[config.mk]
export PLATFORM = sky130hd
export DESIGN_NAME = compare_timer_with_ms_tick
export DESIGN_NICKNAME = d
export VERILOG_FILES = /design/src/rtl/core/cmpt_pkg.sv /design/src/rtl/core/cmpt_cfg.sv /design/src/rtl/core/cmpt_core.sv /design/src/rtl/core/compare_timer_with_ms_tick.sv
export SDC_FILE = /design/constraint.sdc
export NUM_CORES = 1
export LEC_CHECK = 0
export BUFFER_PORTS_ARGS = -buffer_cell sky130_fd_sc_hd__buf_2
export CAP_MARGIN = 20
export CORE_ASPECT_RATIO = 1.75
export CORE_UTILIZATION = 55
export CTS_BUF_LIST = sky130_fd_sc_hd__clkbuf_2
export DETAILED_ROUTE_END_ITERATION = 10
export PLACE_DENSITY = 0.79
export SLEW_MARGIN = 20
export SYNTH_ARGS = -nofsm -noshare
export SYNTH_HDL_FRONTEND = slang
export SYNTH_SLANG_ARGS = --single-unit
export TNS_END_PERCENT = 100
[constraint.sdc]
create_clock -name clk -period 3.1 [get_ports clk]
set_input_delay 0.31 -clock clk [delete_from_list [all_inputs] [get_ports clk]]
set_output_delay 0.31 -clock clk [all_outputs]
set_load 0.005 [all_outputs]
[src/rtl/core/cmpt_pkg.sv]
// Shared types and constants for the compare timer with millisecond tick.
// Used by cmpt_cfg, cmpt_core and compare_timer_with_ms_tick; no dependencies.
package cmpt_pkg;

	localparam int NUM_CH    = 4;
	localparam int CH_W      = 3;
	localparam int CNT_W     = 16;
	localparam int MS_W      = 32;
	localparam int DIV_W     = 7;
	localparam int PRE_W     = 6;
	localparam int FLAG_W    = 4;
	localparam int ADDR_W    = 3;
	localparam int DATA_W    = 32;

	localparam logic [DIV_W-1:0] DIV_RESET = 7'd64;
	localparam logic [DIV_W-1:0] DIV_MAX   = 7'd64;
	localparam logic [CNT_W-1:0] MS_RESET  = 16'd125;

	// channel roles, zero based
	localparam int CH_PERIODIC = 2;
	localparam int CH_LATCH    = 3;

	// event flag bit positions
	localparam int FLAG_CH1 = 0;
	localparam int FLAG_CH2 = 1;
	localparam int FLAG_CH4 = 2;
	localparam int FLAG_OVF = 3;

	// register index, taken from paddr[2]
	localparam logic REG_DIVIDER = 1'b0;
	localparam logic REG_PERIOD  = 1'b1;

	typedef enum logic [1:0] {
		MODE_TICK  = 2'd0,
		MODE_ARM   = 2'd1,
		MODE_CLEAR = 2'd2,
		MODE_READ  = 2'd3
	} mode_t;

	typedef struct packed {
		logic [DIV_W-1:0] divider;
		logic [CNT_W-1:0] period;
	} cfg_t;

	typedef struct packed {
		logic [FLAG_W-1:0] flags;
		logic [MS_W-1:0]   ms_count;
		logic [CNT_W-1:0]  ovf_count;
		logic [CNT_W-1:0]  counter;
		logic              wake;
	} rsp_t;

endpackage

[src/rtl/core/cmpt_cfg.sv]
// APB-style configuration registers: prescale divider and millisecond period.
// Depends on cmpt_pkg.
module cmpt_cfg (
	input  logic                         clk,
	input  logic                         arst_n,
	input  logic                         psel,
	input  logic                         penable,
	input  logic                         pwrite,
	input  logic [cmpt_pkg::ADDR_W-1:0]  paddr,
	input  logic [cmpt_pkg::DATA_W-1:0]  pwdata,
	output logic [cmpt_pkg::DATA_W-1:0]  prdata,
	output logic                         pready,
	output cmpt_pkg::cfg_t               cfg
);

	logic [cmpt_pkg::DIV_W-1:0] divider_q;
	logic [cmpt_pkg::CNT_W-1:0] period_q;
	logic                       wr_en;

	assign pready = 1'b1;
	assign wr_en  = psel & penable & pwrite;

	always_ff @(posedge clk or negedge arst_n) begin
		if (!arst_n) begin
			divider_q <= cmpt_pkg::DIV_RESET;
			period_q  <= cmpt_pkg::MS_RESET;
		end else if (wr_en) begin
			unique case (paddr[2])
				cmpt_pkg::REG_DIVIDER: divider_q <= pwdata[cmpt_pkg::DIV_W-1:0];
				cmpt_pkg::REG_PERIOD:  period_q  <= pwdata[cmpt_pkg::CNT_W-1:0];
				default: ;
			endcase
		end
	end

	always_comb begin
		unique case (paddr[2])
			cmpt_pkg::REG_DIVIDER:
				prdata = {{(cmpt_pkg::DATA_W-cmpt_pkg::DIV_W){1'b0}}, divider_q};
			cmpt_pkg::REG_PERIOD:
				prdata = {{(cmpt_pkg::DATA_W-cmpt_pkg::CNT_W){1'b0}}, period_q};
			default:
				prdata = '0;
		endcase
	end

	assign cfg.divider = divider_q;
	assign cfg.period  = period_q;

endmodule

[src/rtl/core/cmpt_core.sv]
// Timer state and single-pass request logic: prescaler, counter, compare
// channels, flags and counts. Depends on cmpt_pkg.
module cmpt_core (
	input  logic                        clk,
	input  logic                        arst_n,
	input  logic                        fire,
	input  logic [1:0]                  mode,
	input  logic [cmpt_pkg::CH_W-1:0]   channel,
	input  logic [cmpt_pkg::CNT_W-1:0]  delay_ticks,
	input  cmpt_pkg::cfg_t              cfg,
	output cmpt_pkg::rsp_t              rsp
);

	logic [cmpt_pkg::PRE_W-1:0]  pre_q,   pre_d;
	logic [cmpt_pkg::CNT_W-1:0]  timer_q, timer_d;
	logic [cmpt_pkg::CNT_W-1:0]  cmp_q [cmpt_pkg::NUM_CH];
	logic [cmpt_pkg::CNT_W-1:0]  cmp_d [cmpt_pkg::NUM_CH];
	logic [cmpt_pkg::NUM_CH-1:0] en_q,    en_d;
	logic [cmpt_pkg::FLAG_W-1:0] flags_q, flags_d;
	logic [cmpt_pkg::MS_W-1:0]   ms_q,    ms_d;
	logic [cmpt_pkg::CNT_W-1:0]  ovf_q,   ovf_d;
	logic                        wake_d;

	logic [cmpt_pkg::DIV_W-1:0]  div_eff;
	logic [cmpt_pkg::DIV_W-1:0]  pre_inc;
	logic [cmpt_pkg::CNT_W-1:0]  timer_inc;

	// divider of zero acts as one, above max saturates
	always_comb begin
		if (cfg.divider == '0)
			div_eff = 7'd1;
		else if (cfg.divider > cmpt_pkg::DIV_MAX)
			div_eff = cmpt_pkg::DIV_MAX;
		else
			div_eff = cfg.divider;
	end

	assign pre_inc   = {1'b0, pre_q} + 7'd1;
	assign timer_inc = timer_q + 16'd1;

	always_comb begin
		pre_d   = pre_q;
		timer_d = timer_q;
		en_d    = en_q;
		flags_d = flags_q;
		ms_d    = ms_q;
		ovf_d   = ovf_q;
		wake_d  = 1'b0;
		for (int k = 0; k < cmpt_pkg::NUM_CH; k++)
			cmp_d[k] = cmp_q[k];

		unique case (cmpt_pkg::mode_t'(mode))
			cmpt_pkg::MODE_TICK: begin
				if (pre_inc >= div_eff) begin
					pre_d   = '0;
					timer_d = timer_inc;
					if (timer_inc == '0) begin
						ovf_d                       = ovf_q + 16'd1;
						flags_d[cmpt_pkg::FLAG_OVF] = 1'b1;
						wake_d                      = 1'b1;
					end
					for (int k = 0; k < cmpt_pkg::NUM_CH; k++) begin
						if (en_q[k] && cmp_q[k] == timer_inc) begin
							if (k == cmpt_pkg::CH_PERIODIC) begin
								cmp_d[k] = cmp_q[k] + cfg.period;
								ms_d     = ms_q + 32'd1;
								wake_d   = 1'b1;
							end else if (k == cmpt_pkg::CH_LATCH) begin
								flags_d[cmpt_pkg::FLAG_CH4] = 1'b1;
							end else begin
								en_d[k] = 1'b0;
								if (k == 0) begin
									flags_d[cmpt_pkg::FLAG_CH1] = 1'b1;
									wake_d                      = 1'b1;
								end else if (k == 1) begin
									flags_d[cmpt_pkg::FLAG_CH2] = 1'b1;
									wake_d                      = 1'b1;
								end
							end
						end
					end
				end else begin
					pre_d = pre_inc[cmpt_pkg::PRE_W-1:0];
				end
			end
			cmpt_pkg::MODE_ARM: begin
				for (int k = 0; k < cmpt_pkg::NUM_CH; k++) begin
					if (channel == cmpt_pkg::CH_W'(k + 1)) begin
						cmp_d[k] = timer_q + delay_ticks;
						en_d[k]  = 1'b1;
						if (k == cmpt_pkg::CH_LATCH)
							flags_d[cmpt_pkg::FLAG_CH4] = 1'b0;
					end
				end
			end
			cmpt_pkg::MODE_CLEAR: begin
				flags_d = '0;
			end
			cmpt_pkg::MODE_READ: ;
			default: ;
		endcase
	end

	always_ff @(posedge clk or negedge arst_n) begin
		if (!arst_n) begin
			pre_q   <= '0;
			timer_q <= '0;
			en_q    <= '0;
			flags_q <= '0;
			ms_q    <= '0;
			ovf_q   <= '0;
			for (int k = 0; k < cmpt_pkg::NUM_CH; k++)
				cmp_q[k] <= '0;
		end else if (fire) begin
			pre_q   <= pre_d;
			timer_q <= timer_d;
			en_q    <= en_d;
			flags_q <= flags_d;
			ms_q    <= ms_d;
			ovf_q   <= ovf_d;
			for (int k = 0; k < cmpt_pkg::NUM_CH; k++)
				cmp_q[k] <= cmp_d[k];
		end
	end

	// response reflects state after this request
	assign rsp.flags     = flags_d;
	assign rsp.ms_count  = ms_d;
	assign rsp.ovf_count = ovf_d;
	assign rsp.counter   = timer_d;
	assign rsp.wake      = wake_d;

endmodule

[src/rtl/core/compare_timer_with_ms_tick.sv]
// Compare timer with millisecond tick: request register, core logic, response register.
// Depends on cmpt_pkg, cmpt_cfg and cmpt_core.
// A request waits in stage 1; its result enters the response register when it fires.
// One request per cycle unless responses stall; the core's timer state feeds back on itself.
// Reset: arst_n clears the counter, prescaler, compares, enables, flags and counts,
// and loads divider 64 and period 125; no clearing pass is needed.
module compare_timer_with_ms_tick (
	input  logic                         clk,
	input  logic                         arst_n,
	// configuration port
	input  logic                         psel,
	input  logic                         penable,
	input  logic                         pwrite,
	input  logic [cmpt_pkg::ADDR_W-1:0]  paddr,
	input  logic [cmpt_pkg::DATA_W-1:0]  pwdata,
	output logic [cmpt_pkg::DATA_W-1:0]  prdata,
	output logic                         pready,
	// request channel
	input  logic                         req_valid,
	output logic                         req_stall,
	input  logic [1:0]                   mode,
	input  logic [cmpt_pkg::CH_W-1:0]    channel,
	input  logic [cmpt_pkg::CNT_W-1:0]   delay_ticks,
	// response channel
	output logic                         rsp_valid,
	input  logic                         rsp_stall,
	output logic [cmpt_pkg::FLAG_W-1:0]  event_flags,
	output logic [cmpt_pkg::MS_W-1:0]    millisecond_count,
	output logic [cmpt_pkg::CNT_W-1:0]   overflow_count,
	output logic [cmpt_pkg::CNT_W-1:0]   counter_value,
	output logic                         wake
);

	cmpt_pkg::cfg_t cfg;
	cmpt_pkg::rsp_t rsp_d;
	cmpt_pkg::rsp_t rsp_q;

	// request stage
	logic                        valid_s1;
	logic [1:0]                  mode_s1;
	logic [cmpt_pkg::CH_W-1:0]   chan_s1;
	logic [cmpt_pkg::CNT_W-1:0]  delay_s1;

	logic rsp_valid_q;
	logic advance;   // response register can take a new result
	logic fire;      // request in stage 1 is executed this cycle

	cmpt_cfg u_cfg (
		.clk     (clk),
		.arst_n  (arst_n),
		.psel    (psel),
		.penable (penable),
		.pwrite  (pwrite),
		.paddr   (paddr),
		.pwdata  (pwdata),
		.prdata  (prdata),
		.pready  (pready),
		.cfg     (cfg)
	);

	// The response register is empty or being drained: stage 1 moves on.
	// Stage 1 then is free to take a new request in the same cycle, so a
	// full response register never blocks intake unless it is stalled.
	assign advance   = !rsp_valid_q || !rsp_stall;
	assign fire      = valid_s1 && advance;
	assign req_stall = valid_s1 && !advance;

	always_ff @(posedge clk or negedge arst_n) begin
		if (!arst_n)
			valid_s1 <= 1'b0;
		else if (!req_stall)
			valid_s1 <= req_valid;
	end

	always_ff @(posedge clk) begin
		if (req_valid && !req_stall) begin
			mode_s1  <= mode;
			chan_s1  <= channel;
			delay_s1 <= delay_ticks;
		end
	end

	// Core updates the timer state at the edge the request fires and hands
	// back the post-request view of that state in the same cycle.
	cmpt_core u_core (
		.clk         (clk),
		.arst_n      (arst_n),
		.fire        (fire),
		.mode        (mode_s1),
		.channel     (chan_s1),
		.delay_ticks (delay_s1),
		.cfg         (cfg),
		.rsp         (rsp_d)
	);

	// response register
	always_ff @(posedge clk or negedge arst_n) begin
		if (!arst_n)
			rsp_valid_q <= 1'b0;
		else if (advance)
			rsp_valid_q <= valid_s1;
	end

	always_ff @(posedge clk) begin
		if (fire)
			rsp_q <= rsp_d;
	end

	assign rsp_valid         = rsp_valid_q;
	assign event_flags       = rsp_q.flags;
	assign millisecond_count = rsp_q.ms_count;
	assign overflow_count    = rsp_q.ovf_count;
	assign counter_value     = rsp_q.counter;
	assign wake              = rsp_q.wake;

endmodule

## Yosys cells after proc, flatten, opt, wreduce, memory -nomap -nowiden

Cells that the tools add are included.

- Bits of input ports: 63
- Register bits after elaboration: 257
- Output and inout bits: 104
- Logic and storage cells: 119

- Add/subtract/negate cells: 6
- Bitwise logic cells: 4
- Reductions and logical operators: 28
- Multiplexer cells: 37
- Equality and inequality tests: 17
- Order comparisons: 2

Operators with widths:

| operator | count |
|---|---|
| 2-to-1 mux 16 bit | 8 |
| 2-to-1 mux 32 bit | 3 |
| == test 16 bit | 4 |
| case mux 32 bit (2 select lines) | 1 |
| adder 16 x 1 -> 16 bit, second input constant | 2 |
| adder 16 bit | 2 |
| adder 32 x 1 -> 32 bit, second input constant | 1 |
| case mux 16 bit (2 select lines) | 1 |
| logical NOT 16 bit | 1 |
| 2-to-1 mux 1 bit | 15 |
| AND reduction 5 bit | 3 |
| 2-to-1 mux 7 bit | 2 |
| != test 2 x 1 -> 1 bit, second input constant | 7 |
| AND reduction 3 bit | 3 |
| case mux 4 bit (2 select lines) | 1 |
| AND reduction 2 bit | 4 |
| AND reduction 4 bit | 2 |
| adder 6 x 1 -> 7 bit, second input constant | 1 |
| greater-or-equal comparator 7 bit | 1 |
| > comparator 7 bit, second input constant | 1 |
| logical AND 1 bit | 7 |
| logical NOT 7 bit | 1 |
| == test 3 x 2 -> 1 bit, second input constant | 2 |
| 2-to-1 mux 6 bit | 1 |
| other kinds (15) | 20 |

## Logic depth before layout (Yosys ltp)

- Word-level depth: 6
- Mapped depth: 14
- Depth with buffers taken out: 12

## Cells and area by module

A second synthesis with hierarchy kept.

- Cell total of the unflattened synthesis: 1332
- Area total of the unflattened synthesis: 14295.0 um^2

By module, submodules not included:

| module | area an instance (um^2) | cells an instance | instances | seq. area each (um^2) |
|---|---|---|---|---|
| cmpt_core | 10281.1 | 1148 | 1 | 3553.4 |
| compare_timer_with_ms_tick | 2795.2 | 98 | 1 | 2752.6 |
| cmpt_cfg | 1218.7 | 86 | 1 | 584.3 |

## Worst setup path after synthesis

Ideal clock, no wire load.

- Path type: register to register
- Start: register rsp_valid_q, in the netlist rsp_valid
- End: register u_core.ovf_q[11] (netlist bit)
- Arrival time: 3.278 ns
- Setup time: 0.129 ns
- Stages on the path, launching flop included: 7
- Setup slack: -0.306 ns
- Data required time: 2.971 ns
- Path buffers: 1
- Period minus slack after synthesis: 3.406 ns
- Cells stage by stage: dfrtp_1 -> nand2_1 -> nand2_1 -> inv_1 -> clkbuf_1 -> nand3_1 -> xnor2_1

- Longest elaborated chain between the ends: 3

RTL lines:

| item | line | source |
|---|---|---|
| start: declaration | compare_timer_with_ms_tick.sv:44 | `logic rsp_valid_q;` |
| start signal: assignment | compare_timer_with_ms_tick.sv:101 | `rsp_valid_q <= valid_s1;` |
| logical NOT 1 bit | compare_timer_with_ms_tick.sv:64 | `assign advance = !rsp_valid_q \|\| !rsp_stall;` |
| logical OR 1 bit | compare_timer_with_ms_tick.sv:64 |  |
| logical AND 1 bit | compare_timer_with_ms_tick.sv:65 | `assign fire = valid_s1 && advance;` |
| named net fire | compare_timer_with_ms_tick.sv:46 | `logic fire;` |
| end signal: assignment | cmpt_core.sv:120 | `ovf_q <= ovf_d;` |
| end: declaration | cmpt_core.sv:21 | `logic [cmpt_pkg::CNT_W-1:0] ovf_q, ovf_d;` |

The timed path passes the listed nets, and every way through them passes these cells.
A chain may end at the register's enable or synchronous reset.

## Final worst setup path

- Start: register u_core.timer_q[10] (netlist bit)
- End: register rsp_q (netlist bit wake) (data pin)

- Longest elaborated chain between the ends: 6
- Elaborated cells between the ends (all ways): 12
- Classes of those cells: add/sub: 1; eq/ne: 3; mux: 4; reduce/logical: 4

RTL lines:

| item | line | source |
|---|---|---|
| start: declaration | cmpt_core.sv:15 | `logic [cmpt_pkg::CNT_W-1:0] timer_q, timer_d;` |
| start signal: assignment | cmpt_core.sv:116 | `timer_q <= timer_d;` |
| adder 16 x 1 -> 16 bit (*) | cmpt_core.sv:39 | `assign timer_inc = timer_q + 16'd1;` |
| logical NOT 16 bit or == test 16 bit (tied branches) | cmpt_core.sv:57, cmpt_core.sv:63 |  |
| 2-to-1 mux 1 bit or logical AND 1 bit (tied branches) | cmpt_core.sv:57, cmpt_core.sv:63 |  |
| 2-to-1 mux 1 bit (2 in a row) | cmpt_core.sv:63 | `if (en_q[k] && cmp_q[k] == timer_inc) begin` |
| 2-to-1 mux 1 bit (*) | cmpt_core.sv:63 |  |
| end signal: assignment | compare_timer_with_ms_tick.sv:106 | `rsp_q <= rsp_d;` |
| end: declaration | compare_timer_with_ms_tick.sv:36 | `cmpt_pkg::rsp_t rsp_q;` |

Mark *: on every way between the ends. The rest lies on a longest branch, timed or not.

==> out/metrics.csv <==
metric,value,unit
initial antenna violation count,1,
share of cells above drive strength 1,30.20,%
IO Count,167,
vias in the first global route,11729,
latest clock arrival within the worst-skew pair,0.97,ns
H-tree depth,2,
reg-to-reg startpoint,u_core.timer_q[10],
cell count after synthesis,1339,
"Slew Viols, Final",0,
CP Capture Point,wake,
sequential fraction of the synthesis area,47.89,%
largest net degree at the start of global routing,67,
R2R Path End,wake,
P&R area growth vs syn,23.02,%
maximum clock rate,0.3266,GHz
Placer Congestion,0.9609,
Worst-path clk slew,0.12,ns
Final period util,98.76,%
final setup fails,0,
Synth Register Bits,257,
CP Data Arrival Time,3.84,ns
status,"complete, no violations",
final hold violations,0,
# port buffers,131,
Power Dens Cells,592.0,nW/um2
leading post-synthesis cells by cell area,"dfrtp_1 28%, edfxtp_1 19%, xnor2_1 7.5%",
Tightest Hold Check Type,input port to register,
Iteration-0 DRC Markers,683,
Max Cap Violations,0,
drt first pass iters,5,
min-delay src,channel[0],
global-route wire length before repair,59.20,mm
DRC viols,0,
Synth cell types,69,
Post-layout nets,1774,
crit-path max cell delay,0.50,ns
crit path max fanout,6,
Worst Setup Path Type,register to register,
Total Power,10.48,mW
CTS sink count,257,
Clock Path Buffers,3,
Worst-Margin Slew,0.9099,ns
Post-synth top flop,dfrtp_1,
Via Count,11392,
Crit-path slowest cell,dfrtp_1,
Final WS setup,0.03857,ns
Critical Path Source,u_core.timer_q[10],
cells along the critical path,nand4_1 > buf_4 > nor4_1 > buf_4 > xnor2_1 > xor2_1 > nand2_1 > nor4_2 > buf_4 > nor3_1 > a21oi_1,
die span in y,216.0,um
top-count cell post-synth,nand2_1,
Worst Skew,0.1057,ns
core area,25760,um2
Die X,124.3,um
reg2reg path depth,11,
TritonCTS clock tree,yes,
CP endpoint kind,register,
Placement Setup Slack,-0.1888,ns
Tot GR Track Use,28.21,%
Pleak,8.225,nW
initial cell density of the core,55.84,%
CP most frequent cell,buf_4,
RSZ-0062 raised after global routing,true,
Cell Rows,78,
die footprint,26840,um2
R2R Setup Slk,0.04,ns
Mean Syn Cell Area,10.74,um2
Synth Cell Area,14390,um2
grt ovf,0,
Crit path required time,3.87,ns
biggest area consumer among synthesized cells,dfrtp_1,
routed wire length per instance,18.51,um
fraction of registers with async set/reset,64.98,%
relative slew slack,39.34,%
Num CTS Buffers,58,
via/cell ratio,5.595,
root buffer cell,clkbuf_2,
Period minus WS final,3.061,ns
Peak VDD IR,0.4847,mV
DRT Wirelength,37.68,mm
commonest cells in the netlist,"163 x nand2_1, 160 x dfrtp_1, 124 x xnor2_1",
"antenna viol nets, final",0,
top cell type's share of synthesized area,27.83,%
Min Hold Slack,0.08274,ns
synthesis warning total,0,
post-DP HPWL,27.29,mm
Post-synth EDFFs,90,
CP Launch Type,register,
==> critical path, delay by kind of cell (launching register included) <==
kind            cells  cell delay [ns]
compound gates      1             0.26
xor+xnor            2             0.45
buf+inv             3             0.59
flops               1             0.50
simple gates        5             1.08
==> layout make-up <==
type	instances	area (um2)
Multi-Input combinational cell	992	7358
Antenna cell	1	2.502
Tap cell	320	400.4
Inverter	28	106.4
Clock buffer	90	450.4
Fill cell	1902	8065
Clock inverter	18	77.57
Sequential cell	257	6892
Timing Repair Buffer	330	2412
==> metal layers <==
layer  share of wire [%]  global-route usage (%)  vias to the layer above
met5                   0                       0                        -
li1                    -                       -                     5373
met4                 5.9                   18.03                        0
met2                  55                   53.46                      389
met3                 4.1                   3.917                      122
met1                  35                   28.46                     5508
==> sequential cells by signal (all words and copies together) (netlist names) <==
| name | flops |
|---|---|
| chan_s1 | 3 |
| counter_value | 16 |
| delay_s1 | 16 |
| event_flags | 4 |
| millisecond_count | 32 |
| mode_s1 | 2 |
| overflow_count | 16 |
| rsp_valid | 1 |
| u_cfg.divider_q | 7 |
| u_cfg.period_q | 16 |
| u_core.cmp_q | 64 |
| u_core.en_q | 4 |
| u_core.flags_q | 4 |
| u_core.ms_q | 32 |
| u_core.ovf_q | 16 |
| u_core.pre_q | 6 |
| u_core.timer_q | 16 |
| valid_s1 | 1 |
| wake | 1 |
==> through the flow <==
stage	util, %	setup TNS (ns)	cells	area [um2]
finish	68.70	0	2036	17700
CTS	67.55	0	2022	17400
floorplan	-	0	1354	14480
detailed placement	63.00	-3.689	1863	16230
global route	68.70	-0.3240	2036	17700
global placement	63.00	-0.1401	1863	16230
==> kinds of logic (layout without fill, tap and decap cells) <==
| logic type | Yosys count | after routing | share of synthesized area, % |
|---|---|---|---|
| XOR/XNOR | 230 | 230 | 15.50 |
| adder cells (fa/ha/maj) | 44 | 44 | 3.931 |
| AO/OA/AOI/OAI | 164 | 164 | 6.931 |
| AND/OR/NAND/NOR | 469 | 469 | 16.90 |
| buffers and inverters | 105 | 466 | 3.496 |
| flip-flops | 257 | 257 | 47.89 |
| other | 2 | 18 | 0.05220 |
| multiplexers | 68 | 68 | 5.305 |
==> report_power, final <==
group	switching (mW)	leakage [nW]	internal (mW)	total (mW)
registers	0.410	3.06	4.03	4.44
clock network	1.36	0.414	0.775	2.13
logic	2.01	4.75	1.90	3.91
total	3.78	8.22	6.70	10.5
==> placed cells by master (no fill, tap or decap), types with 8 or more instances in the layout <==
cell type / instances
nand4_1: 26
dlygate4sd3_1: 50
or3_1: 9
ha_1: 40
a21oi_1: 31
nand2_1: 162
clkbuf_2: 90
and3_1: 18
nor3_1: 43
or2_2: 8
nor2b_1: 10
dfrtp_1: 159
mux2_2: 66
inv_1: 26
xor2_1: 88
nor4_1: 10
clkinv_1: 13
nor2_1: 63
xnor2_1: 120
conb_1: 17
buf_4: 138
xnor3_1: 14
nand3_1: 38
and2_1: 15
buf_2: 130
a31oi_1: 10
nand2b_1: 10
nor4_4: 9
edfxtp_1: 90
o21ai_0: 64
==> repair_timing <==
action                     in CTS  in global routing
cloned                          1                  1
hold buffers                   50                  1
pin swaps                       1                 13
setup buffers                   0                 11
gates resized for setup        21                 37
hold endpoints to repair      226                  1
setup endpoints to repair      75                106
==> how the worst min path moves through the flow <==
stage                      endpoint  slack, ns  depth (start not counted)
floorplan                 rsp_valid       0.01                          0
global placement    u_core.pre_q[1]       0.39                          1
detailed placement  u_core.pre_q[4]       0.39                          1
CTS                      mode_s1[0]       0.02                          2
global route             chan_s1[0]       0.02                          2
finish                   chan_s1[0]       0.08                          2
Power figures use the tool's default switching activity.
